[config.mk]
export PLATFORM = sky130hd
export DESIGN_NAME = qlt_front
export DESIGN_NICKNAME = d
export VERILOG_FILES = /design/src/design/qlt_pkg.sv /design/src/design/qlt_front.sv
export VERILOG_INCLUDE_DIRS = /design/src /design/src/design
export SDC_FILE = /design/constraint.sdc
export NUM_CORES = 1
export LEC_CHECK = 0
export CORE_AREA = 2 2 158 160
export DETAILED_ROUTE_END_ITERATION = 8
export DIE_AREA = 0 0 160 162
export DONT_BUFFER_PORTS = 1
export PLACE_DENSITY = 0.73
export SLEW_MARGIN = 20
export SYNTH_ARGS = -nofsm -noshare
export SYNTH_HDL_FRONTEND = slang
export SYNTH_SLANG_ARGS = --single-unit
[constraint.sdc]
create_clock -name clk -period 5.93 [get_ports clk]
set_input_delay 0.593 -clock clk [delete_from_list [all_inputs] [get_ports clk]]
set_output_delay 0.593 -clock clk [all_outputs]
set_load 0.01 [all_outputs]
[src/design/quota_limit_table_assert.svh]
// Assertion macros shared by the quota table modules
`ifndef QUOTA_LIMIT_TABLE_ASSERT_SVH
`define QUOTA_LIMIT_TABLE_ASSERT_SVH
// Implication checked at each clock edge outside reset
`define QLT_ASSERT_IMP(label, ante, cons) \
  label: assert property (@(posedge clk) disable iff (!rst_n) (ante) |-> (cons)) \
    else $error("assertion failed");
// Next-cycle implication checked outside reset
`define QLT_ASSERT_NXT(label, ante, cons) \
  label: assert property (@(posedge clk) disable iff (!rst_n) (ante) |=> (cons)) \
    else $error("assertion failed");
`endif

[src/design/qlt_pkg.sv]
// Shared types and constants of the quota limit table
package qlt_pkg;
  localparam int TableEntries = 256;
  localparam int IdxW = $clog2(TableEntries);
  localparam int CntW = $clog2(TableEntries + 1);
  localparam int InW = 232;
  localparam int OutW = 392;

  typedef enum logic [1:0] {
    MODE_SET    = 2'd0,
    MODE_CHANGE = 2'd1,
    MODE_CHECK  = 2'd2,
    MODE_LOOKUP = 2'd3
  } mode_t;

  // Command passed from front to back
  typedef struct packed {
    mode_t       mode;
    logic        is_hard;
    logic        is_bytes;
    logic [63:0] value;
    logic        own_grp;
    logic [31:0] own_id;
    logic [31:0] uid;
    logic [31:0] gid;
  } cmd_t;

  typedef enum logic [2:0] {
    ST_IDLE,
    ST_SCAN,
    ST_READ,
    ST_EXEC,
    ST_DONE
  } state_t;
endpackage

[src/design/qlt_front.sv]
// Front part: unpack input items into commands and queue them
module qlt_front (
  input  logic                 clk,
  input  logic                 rst_n,
  input  logic                 in_tvalid,
  output logic                 in_tready,
  input  logic [qlt_pkg::InW-1:0] in_tdata,
  output logic                 cmd_valid,
  input  logic                 cmd_ready,
  output qlt_pkg::cmd_t        cmd
);
  import qlt_pkg::*;

  // Two-entry queue of commands
  cmd_t     q_r [2];
  logic     wp_r, wp_nxt, rp_r, rp_nxt;
  logic [1:0] cnt_r, cnt_nxt;
  cmd_t     c_in;
  logic     push, pop;

  // Classify fields of the input word
  always_comb begin
    c_in.mode     = mode_t'(in_tdata[1:0]);
    c_in.own_grp  = in_tdata[2];
    c_in.own_id   = in_tdata[34:3];
    c_in.uid      = in_tdata[66:35];
    c_in.gid      = in_tdata[98:67];
    c_in.is_hard  = in_tdata[99];
    c_in.is_bytes = in_tdata[100];
    // set mode carries the limit, change mode the delta
    c_in.value    = (in_tdata[1:0] == MODE_CHANGE) ? in_tdata[228:165] : in_tdata[164:101];
  end

  assign in_tready = (cnt_r != 2'd2);
  assign cmd_valid = (cnt_r != 2'd0);
  assign cmd       = q_r[rp_r];
  assign push      = in_tvalid && in_tready;
  assign pop       = cmd_valid && cmd_ready;

  always_comb begin
    wp_nxt  = push ? ~wp_r : wp_r;
    rp_nxt  = pop ? ~rp_r : rp_r;
    cnt_nxt = cnt_r + {1'b0, push} - {1'b0, pop};
  end

  // Advance queue pointers
  always_ff @(posedge clk) begin
    if (!rst_n) begin
      wp_r  <= 1'b0;
      rp_r  <= 1'b0;
      cnt_r <= 2'd0;
    end else begin
      wp_r  <= wp_nxt;
      rp_r  <= rp_nxt;
      cnt_r <= cnt_nxt;
    end
  end

  // Hold queue payload
  always_ff @(posedge clk) begin
    if (push) q_r[wp_r] <= c_in;
  end

  `include "quota_limit_table_assert.svh"
  `QLT_ASSERT_IMP(a_cnt_range, 1'b1, cnt_r != 2'd3)
  `QLT_ASSERT_NXT(a_push_only, push && !pop && cnt_r == 2'd1, cnt_r == 2'd2)
  `QLT_ASSERT_NXT(a_pop_only, pop && !push && cnt_r == 2'd1, cnt_r == 2'd0)
endmodule

* Yosys cells after proc, flatten, opt, wreduce, memory -nomap -nowiden *
Memory sizes are Yosys's and may differ from the RTL's. A register that Yosys moved wholly into a read port is not among the register bits.
Cells that the tools add are included.

word-level totals
  output and inout port bits = 167
  register bits after elaboration = 4
  memories = 1
  input port bits = 236
  latch bits = 0
  bits in read-only memories = 0
  logic and storage cells = 18
  bits in writable memories = 330

memory list
  name  depth  width  rd ports  clocked after Yosys merged registers in  wr ports  RTL line         text
  q_r   2      165    1         1                                        1         qlt_front.sv:15  cmd_t q_r [2];

operators by class
  divide/modulo/power cells = 0
  multiplexer cells = 5
  bitwise logic cells = 2
  shift operators = 0
  add/subtract/negate cells = 2
  magnitude comparators = 0
  multiply operators = 0
  reduce and logical (&&, ||, !) cells = 3
  equality and inequality tests = 2

operators with widths
  kind                                                              count
  64-bit two-way mux                                                1
  1-bit two-way mux                                                 4
  2-bit by 1-bit adder with 2-bit output                            1
  2-bit by 1-bit == test with 1-bit output (second input constant)  1
  1-bit logical AND                                                 2
  2-bit inequality test (second input constant)                     1
  1-bit NOT                                                         2
  2-bit nonzero test                                                1
  2-bit by 1-bit subtractor with 2-bit output                       1

* Depth between registers and ports, before layout *
Gate-level depths: netlist of the first run.

  word-level depth = 4
  depth in mapped cells = 6

* Least setup slack after synthesis of the first run *
Ideal clock, no wire load.

  path kind = register to register
  start = register cnt_r[0]
  end = memory q_r[1][0] in the netlist's numbering, enable pin
  clock period less this slack = 5034 ps
  stages on the path, launching flop included = 3
  slack = 896 ps
  path buffers = 0
  data required time = 5384 ps
  arrival time = 4488 ps
  cell sequence = dfxtp_1 -> nand2b_1 -> and3_1

on the way
  longest elaborated chain between the ends = 4

RTL lines
  element                                  RTL line         text
  from (decl)                              qlt_front.sv:17  logic [1:0] cnt_r, cnt_nxt;
  from (signal assigned)                   qlt_front.sv:55  cnt_r <= cnt_nxt;
  2-bit inequality test                    qlt_front.sv:34  assign in_tready = (cnt_r != 2'd2);
  via in_tready                            qlt_front.sv:6   output logic in_tready,
  1-bit logical AND                        qlt_front.sv:37  assign push = in_tvalid && in_tready;
  1-bit two-way mux                        qlt_front.sv:61  if (push) q_r[wp_r] <= c_in;
  1-bit two-way mux (not written as such)  qlt_front.sv:61
  to (decl)                                qlt_front.sv:15

The timed path passes the listed nets, and every way through them passes these cells.

==> results.sh, run 1 <==
export IMPL_tns_ns=0
export IMPL_gp_congestion=0.793
export IMPL_slew_violations=0
export IMPL_synth_cells=614
export IMPL_synth_cell_type_count=26
export IMPL_cts_buffers=34
export IMPL_peakVddDrop_v=0.000238
export IMPL_synth_edff_count=330
export IMPL_synth_nets=851
export IMPL_fin_crit_sh_pct=45.7
export IMPL_maxSlewHeadroom_pct=34.2
export IMPL_syn_area_per_cell_sq_um=21.7
export IMPL_first_pass_iters=4
export IMPL_cp_start_kind="register"
export IMPL_fp_dieH_um=162
export IMPL_ys_ff_latch=335
export IMPL_cts_tree="yes"
export IMPL_setup_violations_final=0
export IMPL_avgViaCountPerCell=5.66
export IMPL_cts_hold_buf=0
export IMPL_fillers=1728
export IMPL_nNetsFinal=869
export IMPL_critical_path_max_fanout=75
export IMPL_power_leakage_nw=4.82
export IMPL_antenna_found_initial=2
export IMPL_finalPower_mw=6.00
export IMPL_clock_sinks=335
export IMPL_hold_violations=0
export IMPL_hp_class="in2reg"
export IMPL_finClkSkew_ns=0.0116
export IMPL_rsz0062_at_grt="no"
export IMPL_synthArstFlopShare_pct=0
export IMPL_dp_hpwl_um=16800
export IMPL_ctsLongestPathBuffers=3
export IMPL_layout_commonest_cell="edfxtp_1"
export IMPL_grt_overflow=0
export IMPL_grt_usage_pct=18.2
export IMPL_ant_nets=0
export IMPL_root_buffer="clkbuf_16"
export IMPL_yosysSeqAreaShare_pct=75.1
export IMPL_cp_required_ns=5.34
export IMPL_outcome="complete, no violations"
export IMPL_syn_cell_area_sq_mm=0.0133
export IMPL_clock_fmax_ghz=0.369
export IMPL_drive_gt1_share_pct=43.9
export IMPL_coreArea_sq_mm=0.0241
export IMPL_wl_um=24400
export IMPL_initial_utilization_pct=55.3
export IMPL_worst_skew_pair_late_latency_ns=0.49
export IMPL_postCtsSetupRepairBufs=0
export IMPL_drt_iter0_markers=391
export IMPL_drv_cap=0
export IMPL_cp_arrival_ns=2.12
export IMPL_grt_pass1_wl_um=35700
export IMPL_cts_repair_resized=0
export IMPL_worst_slew_pin_slew_ns=0.988
export IMPL_cts_htree_levels=2
export IMPL_ys_flop_type="edfxtp_1"
export IMPL_drt_wirelength_per_cell_um=24.9
export IMPL_die_x_um=160
export IMPL_path_clk_slew_ns=0.06
export IMPL_syn_to_final_growth_pct=9.16
export IMPL_dieArea_sq_mm=0.0259
export IMPL_ys_warn_count=0
export IMPL_vias=5555
export IMPL_grt_start_max_net_pins=91
export IMPL_rows=57
export IMPL_grt_pass1_vias=5937
export IMPL_fin_crit_ns=2.71
export IMPL_final_cell_mix="edfxtp_1 (330), mux2_2 (169), mux2_4 (60)"
export IMPL_io_pins=403
export IMPL_power_density_mw_per_mm2=413
export IMPL_crit_path_end_kind="primary output"
export IMPL_port_buffers=0
export IMPL_drc=0
export IMPL_critPathKind="reg2out"
## synth_stat cells, types with 2 or more instances
| cell type | instances | area share (%) |
|---|---|---|
| a21bo_2 | 2 | 0.15 |
| o21ai_0 | 2 | 0.075 |
| nand2b_1 | 2 | 0.094 |
| mux2_4 | 60 | 6.8 |
| dfxtp_1 | 5 | 0.75 |
| edfxtp_1 | 330 | 74 |
| buf_12 | 7 | 1.1 |
| and2_1 | 3 | 0.14 |
| nor2_1 | 2 | 0.056 |
| buf_6 | 17 | 1.4 |
| mux2_2 | 169 | 14 |
## flip-flops by register name, indices dropped and copies added, names as in the netlist, named ones only
signal  cells
wp_r        1
q_r       330
rp_r        1
cnt_r       2
## area by class of cell
type,instances,area [sq um],area share [%]
timing repair buffer,7,56.3,0.387
tap,324,405,2.79
multi-input combinational,253,2980,20.5
inverter,1,8.76,0.0602
antenna,1,2.50,0.0172
sequential,335,10000,68.8
clock inverter,13,149,1.02
clock buffer,47,931,6.40
## final timing paths
path / startpoint / end / slack, ns / depth (start not counted)
min: in_tdata[24] / q_r[0][85] / 0.19 / 0
max: register / cmd[102] / 3.22 / 2
max reg2reg: cnt_r[0] / q_r[1][37] / 3.24 / 3
min reg2reg: rp_r / register / 0.60 / 2
## power by group
group | internal, mW | switching (mW)
combinational | 0.402 | 0.601
clock | 1.23 | 0.813
sequential | 2.90 | 0.0578
total | 4.53 | 1.47
## critical path, stage by stage (launching register included)
cell and delay, ns:
dfxtp_4 0.34, buf_4 0.72, mux2_2 0.48
## through the flow
step,hold WS [ns],setup WS (ns),utilization (%),cell area (sq um),std cells
after floorplan,0.529,0.896,-,13300,614
after global placement,0.571,3.22,55.8,13500,920
after detailed placement,0.590,3.15,55.8,13500,920
after CTS,0.166,3.09,60.3,14500,980
after global routing,0.159,3.08,60.3,14500,980
final,0.190,3.22,60.3,14500,981
## per-layer routing
layer  vias to the layer above  global-route usage, %  wire [um]
li1                       2461                      -          -
met1                      2759                   18.8       8090
met2                       299                   33.0      12900
met3                        34                   9.24       3040
met4                         2                   4.34        396
met5                         -                      0         16
## cell families (layout without fill, tap and decap cells)
group                    count (synthesis)  count (layout)  synth area share [%]
multiplexers                           230             230                  21.1
AND/OR/NAND/NOR                         14              14                 0.657
buffers and inverters                   26              68                  2.55
other                                    0               1                     0
adder cells (fa/ha/maj)                  1               1                0.0939
AO/OA/AOI/OAI                            7               7                 0.404
flip-flops                             335             335                  75.1
XOR/XNOR                                 1               1                0.0657
No activity file was read; power rests on OpenSTA's default activity.
==> run 2: changes to the inputs <==
--- a/config.mk
+++ b/config.mk
@@ -6,11 +6,11 @@
 export SDC_FILE = /design/constraint.sdc
 export NUM_CORES = 1
 export LEC_CHECK = 0
-export CORE_AREA = 2 2 158 160
+export CORE_MARGIN = 2
+export CORE_UTILIZATION = 57
 export DETAILED_ROUTE_END_ITERATION = 8
-export DIE_AREA = 0 0 160 162
 export DONT_BUFFER_PORTS = 1
-export PLACE_DENSITY = 0.73
+export PLACE_DENSITY = 0.78
 export SLEW_MARGIN = 20
 export SYNTH_ARGS = -nofsm -noshare
 export SYNTH_HDL_FRONTEND = slang
==> constraint.sdc (replaced) <==
create_clock -name clk -period 2.25 [get_ports clk]
set_input_delay 0.225 -clock clk [delete_from_list [all_inputs] [get_ports clk]]
set_output_delay 0.225 -clock clk [all_outputs]
set_load 0.01 [all_outputs]
==> run 2 against run 1 <==
- synthesized cell count did not move
- synthesized area did not move
- the flow now stops in clock tree synthesis
==> results.sh, run 2 <==
export IMPL_ys_warn_count=0
export IMPL_initial_utilization_pct=58.5
export IMPL_clock_sinks=335
export IMPL_synthArstFlopShare_pct=0
export IMPL_port_buffers=0
export IMPL_outcome="stopped before the end"
export IMPL_ys_ff_latch=335
export IMPL_synth_cell_type_count=26
export IMPL_dp_hpwl_um=16900
export IMPL_io_pins=403
export IMPL_synth_cells=614
export IMPL_root_buffer="clkbuf_16"
export IMPL_synth_nets=851
export IMPL_cts_buffers=34
export IMPL_die_x_um=157
export IMPL_cts_hold_buf=196
export IMPL_yosysMostFrequentCell="edfxtp_1"
export IMPL_ctsLongestPathBuffers=3
export IMPL_synth_top_area_share_pct=74.4
export IMPL_syn_area_per_cell_sq_um=21.7
export IMPL_ys_flop_type="edfxtp_1"
export IMPL_haltStage="clock tree synthesis"
export IMPL_cts_repair_resized=0
export IMPL_firstError="[ERROR RSZ-0060] Max buffer count reached."
export IMPL_cts_htree_levels=2
export IMPL_fp_dieH_um=157
export IMPL_rows=55
export IMPL_synth_area_leaders="edfxtp_1 (74%), mux2_2 (14%), mux2_4 (6.8%)"
export IMPL_postCtsSetupRepairBufs=0
export IMPL_synth_edff_count=330
export IMPL_gp_congestion=0.738
export IMPL_yosysSeqAreaShare_pct=75.1
export IMPL_yosysTopAreaCell="edfxtp_1"
export IMPL_syn_cell_area_sq_mm=0.0133
export IMPL_place_area_sq_mm=0.0135
export IMPL_synth_common_cells="edfxtp_1 (330), mux2_2 (169), mux2_4 (60), buf_6 (17), buf_12 (7)"
==> run 2: cell counts after synthesis <==
No cell type changed its count.
==> run 2: cell families after synthesis <==
group | after synthesis | synth area share (%)
buffers and inverters | 26 | 2.55
adders and majority gates | 1 | 0.0939
xor gates and xnor gates | 1 | 0.0657
muxes | 230 | 21.1
AOI/OAI and AO/OA | 7 | 0.404
and+or+nand+nor | 14 | 0.657
DFF | 335 | 75.1
==> run 2: metrics by stage <==
step / instances / util [%] / setup WS (ns)
2_1_floorplan: 614 / - / -1.23
3_3_place_gp: 911 / 59.5 / 0.684
3_5_place_dp: 911 / 59.5 / 0.622
==> run 3: changes to the inputs <==
--- a/config.mk
+++ b/config.mk
@@ -7,10 +7,10 @@
 export NUM_CORES = 1
 export LEC_CHECK = 0
 export CORE_MARGIN = 2
-export CORE_UTILIZATION = 57
+export CORE_UTILIZATION = 40
 export DETAILED_ROUTE_END_ITERATION = 8
 export DONT_BUFFER_PORTS = 1
-export PLACE_DENSITY = 0.78
+export PLACE_DENSITY_LB_ADDON = 0.15
 export SLEW_MARGIN = 20
 export SYNTH_ARGS = -nofsm -noshare
 export SYNTH_HDL_FRONTEND = slang
==> constraint.sdc (replaced) <==
create_clock -name clk -period 2.9 [get_ports clk]
set_input_delay 0.29 -clock clk [delete_from_list [all_inputs] [get_ports clk]]
set_output_delay 0.29 -clock clk [all_outputs]
set_load 0.01 [all_outputs]
==> run 3 against run 2 <==
- the flow now finishes without violations
==> results.sh, run 3 (synthesized netlist as in run 1, its figures left out) <==
export IMPL_worst_skew_pair_late_latency_ns=0.50
export IMPL_finClkSkew_ns=0.00584
export IMPL_cp_start_kind="register"
export IMPL_syn_to_final_growth_pct=24.9
export IMPL_r2r_cells=4
export IMPL_gp_congestion=0.733
export IMPL_coreArea_sq_mm=0.0327
export IMPL_grt_pass1_vias=6824
export IMPL_wl_met1_um=10200
export IMPL_drt_wirelength_per_cell_um=20.9
export IMPL_rsz0062_at_grt="no"
export IMPL_postCtsSetupRepairBufs=0
export IMPL_avgViaCountPerCell=4.86
export IMPL_fin_crit_ns=2.39
export IMPL_ctsLongestPathBuffers=3
export IMPL_clock_fmax_ghz=0.418
export IMPL_worst_slew_pin_slew_ns=0.637
export IMPL_dr_wl_met2_um=13500
export IMPL_critical_path_max_fanout=78
export IMPL_hold_violations=0
export IMPL_ant_nets=0
export IMPL_grt_start_max_net_pins=79
export IMPL_r2r_setup_slack_ns=0.92
export IMPL_grt_pass1_wl_um=40100
export IMPL_nNetsFinal=1052
export IMPL_drc=0
export IMPL_initial_utilization_pct=40.8
export IMPL_finalPower_mw=12.7
export IMPL_io_pins=403
export IMPL_top_regs="q_r (330), cnt_r (2)"
export IMPL_slew_violations=0
export IMPL_dp_cells=1043
export IMPL_drt_iter0_markers=278
export IMPL_fp_dieH_um=187
export IMPL_layout_commonest_cell="edfxtp_1"
export IMPL_vias=6244
export IMPL_critPathKind="reg2out"
export IMPL_path_clk_slew_ns=0.06
export IMPL_antenna_cells=0
export IMPL_top_register="q_r"
export IMPL_grt_usage_pct=15.0
export IMPL_drv_cap=0
export IMPL_cp_required_ns=2.61
export IMPL_tns_ns=0
export IMPL_worstSetupEndpoint="cmd[49]"
export IMPL_cts_buffers=36
export IMPL_dieArea_sq_mm=0.0348
export IMPL_grt_overflow=0
export IMPL_utilization_pct=50.9
export IMPL_cts_repair_resized=0
export IMPL_maxSlewHeadroom_pct=57.5
export IMPL_crit_path_end_kind="primary output"
export IMPL_peakVddDrop_v=0.000444
export IMPL_final_cell_mix="edfxtp_1 (330), dlygate4sd3_1 (176), mux2_2 (169)"
export IMPL_clock_sinks=335
export IMPL_power_density_mw_per_mm2=764
export IMPL_dp_hpwl_um=17800
export IMPL_finalNonFillerCells=1285
export IMPL_root_buffer="clkbuf_16"
export IMPL_die_x_um=187
export IMPL_cts_tree="yes"
export IMPL_largest_reg_flops=330
export IMPL_power_leakage_nw=5.65
export IMPL_wl_um=26900
export IMPL_regToRegEndpoint="q_r[0][28]"
export IMPL_fin_crit_sh_pct=82.5
export IMPL_cp_arrival_ns=2.10
export IMPL_rows=66
export IMPL_r2r_start="cnt_r[0]"
export IMPL_whs_path_depth=1
export IMPL_port_buffers=0
export IMPL_antenna_found_initial=0
export IMPL_hp_class="in2reg"
export IMPL_cts_htree_levels=2
export IMPL_drive_gt1_share_pct=35.7
export IMPL_met3_length_um=2680
export IMPL_first_pass_iters=5
export IMPL_setup_violations_final=0
export IMPL_outcome="complete, no violations"
export IMPL_routed_top_layer="met4"
==> run 3: repair_timing <==
action,in CTS,in global routing
hold endpoints to repair,259,20
hold buffers,157,19
endpoints found under the setup margin,0,0
==> run 3: layer usage <==
layer	global-route usage (%)	vias to the layer above
met3	6.06	35
met5	0	-
li1	-	2850
met4	4.21	0
met1	17.3	3057
met2	25.7	302
==> run 3: per-stage QoR <==
step	area (sq um)	hold slack [ns]	setup WS, ns
after floorplan	13300	0.389	-0.580
after global placement	13800	0.389	0.940
after detailed placement	13800	0.389	0.893
after CTS	16500	0.000441	0.444
after global routing	16600	-0.000577	0.369
final	16600	0.0251	0.507
==> run 3: power by group <==
| part | internal (mW) | switching, mW |
|---|---|---|
| combinational | 1.06 | 1.31 |
| sequential | 5.91 | 0.164 |
| clock | 2.54 | 1.74 |
| total | 9.51 | 3.21 |
==> run 3: worst max-delay path: stages (launching register included) <==
cell     delay, ns
dfxtp_4       0.65
buf_12        0.39
mux2_2        0.44
==> run 3: worst min-delay path by stage <==
stage / start / to / slack, ns
4_1_cts: in_tdata[193] / q_r[1][125] / 0.0004
6_report: in_tdata[195] / q_r[0][127] / 0.03
3_3_place_gp: in_tdata[74] / q_r[1][7] / 0.39
5_1_grt: in_tdata[201] / q_r[1][133] / -0.0006
2_1_floorplan: in_tdata[67] / q_r[0][0] / 0.39
3_5_place_dp: in_tdata[54] / q_r[1][51] / 0.39
==> run 3: cell type report <==
cell class | instances | area, sq um
fillers | 2624 | 16100
clock inverters | 19 | 155
inverters | 1 | 7.51
flip-flops and latches | 335 | 10000
clock buffers | 47 | 963
repair buffers | 188 | 1960
multi-input cells | 253 | 2990
well taps | 442 | 553
==> run 4: changes to the inputs <==
==> constraint.sdc (replaced) <==
create_clock -name clk -period 2.2 [get_ports clk]
set_input_delay 0.22 -clock clk [delete_from_list [all_inputs] [get_ports clk]]
set_output_delay 0.22 -clock clk [all_outputs]
set_load 0.01 [all_outputs]
==> run 4 against run 3 <==
- the run now fails in clock tree synthesis
- synthesized area is the same
- synthesized cell count stayed put
==> results.sh, run 4 <==
export IMPL_outcome="stopped before the end"
export IMPL_haltStage="clock tree synthesis"
export IMPL_firstError="[ERROR RSZ-0060] Max buffer count reached."
export IMPL_synth_edff_count=330
export IMPL_synth_common_cells="edfxtp_1 (330), mux2_2 (169), mux2_4 (60), buf_6 (17), buf_12 (7)"
export IMPL_initial_utilization_pct=40.8
export IMPL_gp_congestion=0.764
export IMPL_place_ws_ns=0.556
export IMPL_dp_hpwl_um=17300
export IMPL_ctsLongestPathBuffers=3
export IMPL_yosysMostFrequentCell="edfxtp_1"
export IMPL_root_buffer="clkbuf_16"
export IMPL_syn_cell_area_sq_mm=0.0133
export IMPL_yosysSeqAreaShare_pct=75.1
export IMPL_synth_area_leaders="edfxtp_1 (74%), mux2_2 (14%), mux2_4 (6.8%)"
export IMPL_synth_cells=614
export IMPL_cts_htree_levels=2
export IMPL_ys_ff_latch=335
export IMPL_rows=66
export IMPL_fp_dieH_um=187
export IMPL_die_x_um=187
export IMPL_ys_warn_count=0
export IMPL_synth_top_area_share_pct=74.4
export IMPL_port_buffers=0
export IMPL_io_pins=403
export IMPL_dp_cells=1040
export IMPL_yosysTopAreaCell="edfxtp_1"
export IMPL_syn_area_per_cell_sq_um=21.7
export IMPL_ys_flop_type="edfxtp_1"
export IMPL_postCtsSetupRepairBufs=0
export IMPL_clock_sinks=335
export IMPL_cts_repair_resized=0
export IMPL_synth_nets=851
export IMPL_cts_hold_buf=222
export IMPL_synthArstFlopShare_pct=0
export IMPL_cts_buffers=37
export IMPL_synth_cell_type_count=26
-- run 4: cell counts after synthesis --
No cell type changed its count.
-- run 4: stage by stage --
stage / cell area, sq um / hold WS (ns)
3_5_place_dp: 13700 / 0.319
3_3_place_gp: 13700 / 0.319
2_1_floorplan: 13300 / 0.319
-- run 4: kinds of logic after synthesis --
family	Yosys count	synth area share (%)
adder cells (fa/ha/maj)	1	0.0939
multiplexers	230	21.1
AO/OA/AOI/OAI	7	0.404
buffers and inverters	26	2.55
AND/OR/NAND/NOR	14	0.657
flip-flops	335	75.1
XOR/XNOR	1	0.0657
